$ cat config.mk
export PLATFORM = sky130hd
export DESIGN_NAME = sync_word_frame_extractor
export DESIGN_NICKNAME = d
export VERILOG_FILES = /design/src/swfe_pkg.sv /design/src/swfe_header_decode.sv /design/src/sync_word_frame_extractor.sv
export SDC_FILE = /design/constraint.sdc
export NUM_CORES = 1
export LEC_CHECK = 0
export ABC_CLOCK_PERIOD_IN_PS = 30600
export BUFFER_PORTS_ARGS = -buffer_cell sky130_fd_sc_hd__buf_2
export CAP_MARGIN = 20
export CORE_ASPECT_RATIO = 0.9
export CORE_MARGIN = 5
export CORE_UTILIZATION = 55
export DETAILED_ROUTE_END_ITERATION = 8
export GPL_TIMING_DRIVEN = 1
export PLACE_DENSITY = 0.78
export SETUP_SLACK_MARGIN = 0.15
export SYNTH_ARGS = -nofsm -noshare
export SYNTH_HDL_FRONTEND = slang
export SYNTH_SLANG_ARGS = --single-unit
$ cat constraint.sdc
create_clock -name aclk -period 30.6 [get_ports aclk]
set_input_delay 1.53 -clock aclk [delete_from_list [all_inputs] [get_ports aclk]]
set_output_delay 1.53 -clock aclk [all_outputs]
set_load 0.05 [all_outputs]
$ cat src/swfe_pkg.sv
package swfe_pkg;

    localparam int WinLen     = 28;
    localparam int MinLenWords = 6;
    localparam int TdataWidth = 216;
    localparam int CfgIdxWidth = 2;
    localparam int CfgDataWidth = 32;

    localparam logic [4:0]  FILL_LAST  = 5'(WinLen - 1);
    localparam logic [31:0] MIN_LEN    = 32'(MinLenWords);
    localparam logic [11:0] HDR_TAIL   = 12'(MinLenWords * 4);

    // reset values of the configuration registers
    localparam logic        RST_BIG_ENDIAN = 1'b1;
    localparam logic [31:0] RST_SYNC       = 32'h0564_0564;
    localparam logic [9:0]  RST_MAX_LEN    = 10'd1023;

    typedef enum logic [CfgIdxWidth-1:0] {
        CFG_BIG_ENDIAN = 2'd0,
        CFG_SYNC       = 2'd1,
        CFG_MAX_LEN    = 2'd2
    } cfg_idx_t;

    localparam logic KIND_HEADER  = 1'b0;
    localparam logic KIND_PAYLOAD = 1'b1;

    // byte i of the window sits at [i]
    typedef logic [WinLen-1:0][7:0] win_t;

    typedef struct packed {
        logic        match;
        logic [31:0] len_full;
        logic [31:0] utc_seconds;
        logic [31:0] utc_nanoseconds;
        logic [15:0] fiber_type_flags;
        logic [15:0] app_ident;
        logic [15:0] message_length;
        logic [15:0] check_field;
        logic [31:0] sequence_word;
    } hdr_t;

    typedef struct packed {
        logic        item_kind;
        logic [7:0]  payload_byte;
        logic        frame_end;
        logic [9:0]  length_words;
        logic [31:0] utc_seconds;
        logic [31:0] utc_nanoseconds;
        logic [15:0] fiber_type_flags;
        logic [15:0] app_ident;
        logic [15:0] message_length;
        logic [15:0] check_field;
        logic [31:0] sequence_word;
        logic [31:0] frames_accepted;
    } res_t;

    function automatic logic [31:0] rd32(input win_t w, input int off, input logic be);
        logic [31:0] v;
        if (be) begin
            v = {w[off], w[off+1], w[off+2], w[off+3]};
        end else begin
            v = {w[off+3], w[off+2], w[off+1], w[off]};
        end
        return v;
    endfunction

    function automatic logic [15:0] rd16(input win_t w, input int off, input logic be);
        logic [15:0] v;
        if (be) begin
            v = {w[off], w[off+1]};
        end else begin
            v = {w[off+1], w[off]};
        end
        return v;
    endfunction

endpackage

$ cat src/swfe_header_decode.sv
module swfe_header_decode (
    input  swfe_pkg::win_t  window,
    input  logic            big_endian,
    input  logic [31:0]     sync_pattern,
    input  logic [9:0]      max_length_words,
    output swfe_pkg::hdr_t  hdr
);

    logic [31:0] sync_word;
    logic [31:0] len_word;

    assign sync_word = swfe_pkg::rd32(window, 0, big_endian);
    assign len_word  = swfe_pkg::rd32(window, 4, big_endian);

    always_comb begin
        hdr.match = (sync_word == sync_pattern)
                 && (len_word >= swfe_pkg::MIN_LEN)
                 && (len_word <= {22'd0, max_length_words});
        hdr.len_full         = len_word;
        hdr.utc_seconds      = swfe_pkg::rd32(window, 8, big_endian);
        hdr.utc_nanoseconds  = swfe_pkg::rd32(window, 12, big_endian);
        hdr.fiber_type_flags = swfe_pkg::rd16(window, 16, big_endian);
        hdr.app_ident        = swfe_pkg::rd16(window, 18, big_endian);
        hdr.message_length   = swfe_pkg::rd16(window, 20, big_endian);
        hdr.check_field      = swfe_pkg::rd16(window, 22, big_endian);
        hdr.sequence_word    = swfe_pkg::rd32(window, 24, big_endian);
    end

endmodule

$ cat src/sync_word_frame_extractor.sv
// Channel   | Dir | Handshake          | Content
// ----------+-----+--------------------+-------------------------------------------
// s_        | in  | s_tvalid/s_tready  | one capture byte per request
// m_        | out | m_tvalid/m_tready  | header result or payload byte
// cfg_      | in  | cfg_valid/cfg_ready| register index and write data
//
// One byte per cycle while s_tready is high: each request passes through the
// 28-byte window shift register and the parallel header decode into the result
// register, or the skid register behind a held result: a two-deep output that
// absorbs one stalled result; s_tready drops only while the skid register holds.
// Reset (aresetn low, synchronous) empties the window, ends any frame, zeroes
// the frame count and restores register defaults; window bytes are not cleared.
// cfg_ready is always high; writes take effect on the next cycle.
module sync_word_frame_extractor (
    input  logic         aclk,
    input  logic         aresetn,

    input  logic         s_tvalid,
    output logic         s_tready,
    input  logic [7:0]   s_tdata,     // [7:0] byte_in

    output logic         m_tvalid,
    input  logic         m_tready,
    // [7:0] payload_byte, [17:8] length_words, [49:18] utc_seconds,
    // [81:50] utc_nanoseconds, [97:82] fiber_type_flags, [113:98] app_ident,
    // [129:114] message_length, [145:130] check_field, [177:146] sequence_word,
    // [209:178] frames_accepted, [215:210] zero
    output logic [swfe_pkg::TdataWidth-1:0] m_tdata,
    output logic         m_tuser,     // [0] item_kind
    output logic         m_tlast,     // frame_end

    input  logic         cfg_valid,
    output logic         cfg_ready,
    input  logic [swfe_pkg::CfgIdxWidth-1:0]  cfg_index,
    input  logic [swfe_pkg::CfgDataWidth-1:0] cfg_data
);

    // configuration registers
    logic        big_endian_reg;
    logic [31:0] sync_pattern_reg;
    logic [9:0]  max_len_reg;

    // hunt and frame state
    swfe_pkg::win_t win_reg, win_next;
    logic [4:0]  fill_reg, fill_next;
    logic        in_payload_reg, in_payload_next;
    logic [11:0] payload_left_reg, payload_left_next;
    logic [31:0] frame_counter_reg, frame_counter_next;

    // output stage
    logic           out_valid_reg, out_valid_next;
    logic           skid_valid_reg, skid_valid_next;
    swfe_pkg::res_t out_reg, out_next;
    swfe_pkg::res_t skid_reg, skid_next;

    logic           in_fire;
    logic           window_full;
    logic           hdr_accept;
    logic           res_valid;
    logic [11:0]    new_left;
    swfe_pkg::res_t res;
    swfe_pkg::hdr_t hdr;

    assign cfg_ready = 1'b1;
    assign s_tready  = !skid_valid_reg;
    assign in_fire   = s_tvalid && s_tready;

    // window as it stands once this byte is shifted in
    assign win_next = {s_tdata, win_reg[swfe_pkg::WinLen-1:1]};

    swfe_header_decode u_decode (
        .window           (win_next),
        .big_endian       (big_endian_reg),
        .sync_pattern     (sync_pattern_reg),
        .max_length_words (max_len_reg),
        .hdr              (hdr)
    );

    assign window_full = !in_payload_reg && (fill_reg == swfe_pkg::FILL_LAST);
    assign hdr_accept  = in_fire && window_full && hdr.match;
    assign res_valid   = in_fire && (in_payload_reg || (window_full && hdr.match));
    // length is at most 1023 here, so len*4-24 fits in 12 bits
    assign new_left    = {hdr.len_full[9:0], 2'b00} - swfe_pkg::HDR_TAIL;

    // next hunt / frame state and the result of this byte
    always_comb begin
        fill_next          = fill_reg;
        in_payload_next    = in_payload_reg;
        payload_left_next  = payload_left_reg;
        frame_counter_next = frame_counter_reg;
        res                = '0;

        if (in_payload_reg) begin
            res.item_kind       = swfe_pkg::KIND_PAYLOAD;
            res.payload_byte    = s_tdata;
            res.frame_end       = (payload_left_reg == 12'd1);
            res.frames_accepted = frame_counter_reg;
        end else begin
            res.item_kind        = swfe_pkg::KIND_HEADER;
            res.frame_end        = (new_left == 12'd0);
            res.length_words     = hdr.len_full[9:0];
            res.utc_seconds      = hdr.utc_seconds;
            res.utc_nanoseconds  = hdr.utc_nanoseconds;
            res.fiber_type_flags = hdr.fiber_type_flags;
            res.app_ident        = hdr.app_ident;
            res.message_length   = hdr.message_length;
            res.check_field      = hdr.check_field;
            res.sequence_word    = hdr.sequence_word;
            res.frames_accepted  = frame_counter_reg + 32'd1;
        end

        if (in_fire) begin
            if (in_payload_reg) begin
                // count down; drop out of the frame on its last byte
                payload_left_next = payload_left_reg - 12'd1;
                if (payload_left_reg == 12'd1) begin
                    in_payload_next = 1'b0;
                end
            end else if (window_full) begin
                if (hdr.match) begin
                    frame_counter_next = frame_counter_reg + 32'd1;
                    payload_left_next  = new_left;
                    in_payload_next    = (new_left != 12'd0);
                    fill_next          = 5'd0;
                end
                // rejected: hold fill, the shift already slid the window
            end else begin
                fill_next = fill_reg + 5'd1;
            end
        end
    end

    // result register with skid register behind it
    always_comb begin
        out_valid_next  = out_valid_reg;
        skid_valid_next = skid_valid_reg;
        out_next        = out_reg;
        skid_next       = skid_reg;
        if (!out_valid_reg || m_tready) begin
            if (skid_valid_reg) begin
                out_next        = skid_reg;
                out_valid_next  = 1'b1;
                skid_valid_next = 1'b0;
            end else begin
                out_next       = res;
                out_valid_next = res_valid;
            end
        end else if (res_valid) begin
            skid_next       = res;
            skid_valid_next = 1'b1;
        end
    end

    always_ff @(posedge aclk) begin
        if (!aresetn) begin
            big_endian_reg    <= swfe_pkg::RST_BIG_ENDIAN;
            sync_pattern_reg  <= swfe_pkg::RST_SYNC;
            max_len_reg       <= swfe_pkg::RST_MAX_LEN;
            fill_reg          <= 5'd0;
            in_payload_reg    <= 1'b0;
            payload_left_reg  <= 12'd0;
            frame_counter_reg <= 32'd0;
            out_valid_reg     <= 1'b0;
            skid_valid_reg    <= 1'b0;
        end else begin
            if (cfg_valid && cfg_ready) begin
                unique case (cfg_index)
                    swfe_pkg::CFG_BIG_ENDIAN: big_endian_reg   <= cfg_data[0];
                    swfe_pkg::CFG_SYNC:       sync_pattern_reg <= cfg_data;
                    swfe_pkg::CFG_MAX_LEN:    max_len_reg      <= cfg_data[9:0];
                    default: ;
                endcase
            end
            fill_reg          <= fill_next;
            in_payload_reg    <= in_payload_next;
            payload_left_reg  <= payload_left_next;
            frame_counter_reg <= frame_counter_next;
            out_valid_reg     <= out_valid_next;
            skid_valid_reg    <= skid_valid_next;
        end
    end

    // payload registers: no reset
    always_ff @(posedge aclk) begin
        if (in_fire && !in_payload_reg) begin
            win_reg <= win_next;
        end
        out_reg  <= out_next;
        skid_reg <= skid_next;
    end

    assign m_tvalid = out_valid_reg;
    assign m_tuser  = out_reg.item_kind;
    assign m_tlast  = out_reg.frame_end;
    assign m_tdata  = {6'd0,
                       out_reg.frames_accepted,
                       out_reg.sequence_word,
                       out_reg.check_field,
                       out_reg.message_length,
                       out_reg.app_ident,
                       out_reg.fiber_type_flags,
                       out_reg.utc_nanoseconds,
                       out_reg.utc_seconds,
                       out_reg.length_words,
                       out_reg.payload_byte};

    // skid register only fills behind a held result
    a_skid_behind_out: assert property (@(posedge aclk) disable iff (!aresetn)
        skid_valid_reg |-> out_valid_reg)
        else $error("skid register valid without result register");

    a_fill_range: assert property (@(posedge aclk) disable iff (!aresetn)
        fill_reg <= swfe_pkg::FILL_LAST)
        else $error("window fill out of range");

    a_payload_count: assert property (@(posedge aclk) disable iff (!aresetn)
        in_payload_reg |-> (payload_left_reg != 12'd0) && (fill_reg == 5'd0))
        else $error("payload state with empty count or filled window");

    a_count_step: assert property (@(posedge aclk) disable iff (!aresetn)
        hdr_accept |=> frame_counter_reg == $past(frame_counter_reg) + 32'd1)
        else $error("frame count did not advance on header");

    a_no_result_lost: assert property (@(posedge aclk) disable iff (!aresetn)
        (res_valid && !out_valid_reg) |=> out_valid_reg)
        else $error("result dropped");

endmodule

==> flow_summary.json <==
{
  "status": "complete, no violations",
  "floorplan.die.height_um": 235,
  "post_drt_via_cell_ratio": 5.87,
  "final_common_cell": "sky130_fd_sc_hd__edfxtp_1",
  "cts_inserted_buffers": 73,
  "hold_violations": 0,
  "post-dp-hpwl_mm": 42.5,
  "final_period_minus_worst_setup_slack_ns": 5.69,
  "routabilityCongestion": 0.880,
  "min-delay-path-class": "register to register",
  "crit_required_ns": 30.83,
  "synth_edf_count": 640,
  "drv_cap": 0,
  "worstSkewPairLatency_ns": 0.61,
  "routedWlPerCell_um": 20.4,
  "critical_path.startpoint_type": "register",
  "postSynth.asyncResetShare_pct": 0,
  "groute.usage.overall_pct": 21.5,
  "vias": 19485,
  "clockRootBuffer": "sky130_fd_sc_hd__clkbuf_16",
  "detail-route-antenna-nets": 0,
  "worstPathCellList": "buf_4 > mux2i_1 > xnor2_1 > nor4_1 > o2111ai_1 > or4_4 > o21a_1 > nor3_2 > buf_4 > buf_4",
  "yosysUniqueCellTypes": 62,
  "placedCellCount": 3192,
  "ios": 268,
  "detail_route.first_pass.iterations": 5,
  "area_growth_pct": 13.4,
  "floorplan.die_area_sq_um": 61000,
  "hold_slack_ns": 0.443,
  "largest_reg_flops": 216,
  "postPlaceCellArea_sq_um": 32700,
  "num-nets-final": 2574,
  "grt_start_max_net_pins": 232,
  "slowest_stage": "sky130_fd_sc_hd__buf_4",
  "cts_setup_buffers": 0,
  "worst_path_buffer_plus_inverter_count": 3,
  "die-width_um": 260,
  "worst_setup_hold_path_clk_slew_ns": 0.06,
  "syn_area_per_cell_sq_um": 13.4,
  "drt_wl_total_mm": 67.8,
  "initialDrtViolationCount": 2136,
  "io_port_bufs": 260,
  "via_count_of_the_first_global_routing_pass": 18843,
  "fmaxAchievable_mhz": 176,
  "critical-path-top-delay-family": "buffers and inverters",
  "finalPower_mw": 2.17,
  "final_worst_setup_slack_ns": 24.91,
  "critical_path_peak_fanout": 61,
  "initial_antenna_violation_count": 1,
  "coreArea_sq_um": 55600,
  "cts_tree": "done",
  "max-slew-margin-rel_pct": 21.4,
  "remaining_drc_errors": 0,
  "post_synth_instance_area_sq_um": 30900,
  "critPathArrivalTime_ns": 5.91,
  "power.density_nw_per_um2": 62.0,
  "critical_path.endpoint_type": "register",
  "globalRouteOverflowTotal": 0,
  "cpPeakStageDelay_ns": 0.89,
  "clock_sinks": 735,
  "total_leakage_power_nw": 13.9,
  "clk_path_buf_depth": 3,
  "hold_path_startpoint": "win_next[44]$_DFFE_PP_",
  "setup_viol_count_final": 0,
  "htree_num_levels": 3,
  "synth.ff_latch_count": 735,
  "ir_drop_v": 0.0000395,
  "detailedPlace.worstSlack_ns": 24.93,
  "min_period_over_period_pct": 18.6,
  "syn_inst": 2313,
  "layoutNonFillerInstCount": 3322,
  "synth_ff_type": "sky130_fd_sc_hd__edfxtp_1",
  "transition_time_of_the_tightest_slew_check_pin_ns": 1.18,
  "report.final.slew_viol_count": 0,
  "cts_hold_buffers": 0,
  "fin_area_sq_um": 35000,
  "maximum_clock_skew_at_final_layout_ns": 0.0244,
  "critical-path-top-cell-by-count": "sky130_fd_sc_hd__buf_4",
  "start_util_pct": 55.5,
  "grt_first_pass_wirelength_mm": 106,
  "row_count": 82,
  "mostFrequentLayoutCells": "640 x sky130_fd_sc_hd__edfxtp_1, 301 x sky130_fd_sc_hd__nand2_1, 260 x sky130_fd_sc_hd__buf_2",
  "cts-resized-gates": 0,
  "fin_setup_tns_ns": 0,
  "yosysWarningCount": 0,
  "origin_of_the_worst_setup_path": "big_endian_reg$_SDFFE_PN1P_",
  "post_route_cells_drive_above_1_share_pct": 16.9,
  "postLayoutCoreUtil_pct": 63.0,
  "kind_of_critical_path": "register to register",
  "portion_of_the_post_synthesis_area_used_by_sequential_elements_pct": 68.4,
  "critical_path.reg2reg.startpoint": "big_endian_reg$_SDFFE_PN1P_",
  "setup_repair_after_global_routing_missed_its_margin": "no"
}
==> report_power, final <==
group | total [mW] | switching (mW) | leakage, nW | internal, mW
Sequential | 1.15 | 0.0241 | 7.17 | 1.13
Combinational | 0.153 | 0.113 | 5.63 | 0.0398
Clock | 0.866 | 0.364 | 1.11 | 0.502
Total | 2.17 | 0.502 | 13.9 | 1.67
==> worst register-to-register path, stage by stage, from the launching register on <==
cell and delay [ns]:
sky130_fd_sc_hd__dfxtp_4 0.83, sky130_fd_sc_hd__buf_4 0.92, sky130_fd_sc_hd__mux2i_1 0.32, sky130_fd_sc_hd__xnor2_1 0.09
sky130_fd_sc_hd__nor4_1 0.43, sky130_fd_sc_hd__o2111ai_1 0.21, sky130_fd_sc_hd__or4_4 0.66, sky130_fd_sc_hd__o21a_1 0.29
sky130_fd_sc_hd__nor3_2 0.16, sky130_fd_sc_hd__buf_4 0.58, sky130_fd_sc_hd__buf_4 0.81
==> Yosys cell counts (7+ instances only) <==
| library cell | instances | share of area [%] |
|---|---|---|
| sky130_fd_sc_hd__nor3_1 | 22 | 0.36 |
| sky130_fd_sc_hd__or3_1 | 14 | 0.28 |
| sky130_fd_sc_hd__xor2_1 | 29 | 0.82 |
| sky130_fd_sc_hd__mux2i_1 | 202 | 6.5 |
| sky130_fd_sc_hd__edfxtp_1 | 640 | 62 |
| sky130_fd_sc_hd__or2_2 | 7 | 0.14 |
| sky130_fd_sc_hd__inv_1 | 32 | 0.39 |
| sky130_fd_sc_hd__nor4bb_1 | 10 | 0.32 |
| sky130_fd_sc_hd__o31ai_1 | 176 | 4.3 |
| sky130_fd_sc_hd__xnor2_1 | 32 | 0.91 |
| sky130_fd_sc_hd__nand2b_1 | 32 | 0.65 |
| sky130_fd_sc_hd__buf_1 | 23 | 0.28 |
| sky130_fd_sc_hd__or4_1 | 14 | 0.34 |
| sky130_fd_sc_hd__a21oi_1 | 40 | 0.65 |
| sky130_fd_sc_hd__o211ai_1 | 14 | 0.34 |
| sky130_fd_sc_hd__nand4_1 | 20 | 0.41 |
| sky130_fd_sc_hd__nor2_1 | 213 | 2.6 |
| sky130_fd_sc_hd__mux2_2 | 41 | 1.5 |
| sky130_fd_sc_hd__nor4_1 | 24 | 0.49 |
| sky130_fd_sc_hd__and2_1 | 11 | 0.22 |
| sky130_fd_sc_hd__o311ai_0 | 24 | 0.68 |
| sky130_fd_sc_hd__o21ai_0 | 24 | 0.39 |
| sky130_fd_sc_hd__nand3_1 | 33 | 0.53 |
| sky130_fd_sc_hd__nand2_1 | 301 | 3.7 |
| sky130_fd_sc_hd__clkbuf_1 | 122 | 1.5 |
| sky130_fd_sc_hd__ha_1 | 15 | 0.61 |
| sky130_fd_sc_hd__o41ai_1 | 25 | 0.71 |
| sky130_fd_sc_hd__buf_4 | 7 | 0.17 |
| sky130_fd_sc_hd__dfxtp_1 | 95 | 6.2 |
==> path summary, 6_finish.rpt <==
kind | endpoint | depth (start not counted) | slack [ns]
setup reg to reg | skid_reg[103]$_DFFE_PP_ | 10 | 24.91
hold / removal | win_next[36]$_DFFE_PP_ | 0 | 0.44
setup / recovery | skid_reg[103]$_DFFE_PP_ | 10 | 24.91
hold reg to reg | win_next[36]$_DFFE_PP_ | 0 | 0.44
==> cell families after synthesis <==
family / after synthesis / synth area share (%)
simple gates: 726 / 10.7
xor+xnor: 61 / 1.73
fa+ha+maj: 15 / 0.608
mux: 243 / 8.04
other cells: 2 / 0.0243
buf+inv: 194 / 2.52
compound gates: 337 / 8.01
flops: 735 / 68.4
==> cell type report <==
class	count	area, sq um
diodes	1	2.50
clock buffers	99	2050
clock inverters	29	238
fillers	4146	20600
inverters	34	143
multi-input cells	1389	9010
flip-flops and latches	735	21100
well taps	756	946
repair buffers	279	1490
==> routing by layer <==
metal	wire length (um)	up-vias	GRT usage [%]	share of wire (%)
met5	0	-	0	0
met4	1120	0	4.74	1.6
met3	5310	96	4.72	7.8
met2	32600	728	34.1	48
met1	28800	9576	31.1	42
li1	-	9085	-	-
Power figures use the tool's default switching activity.
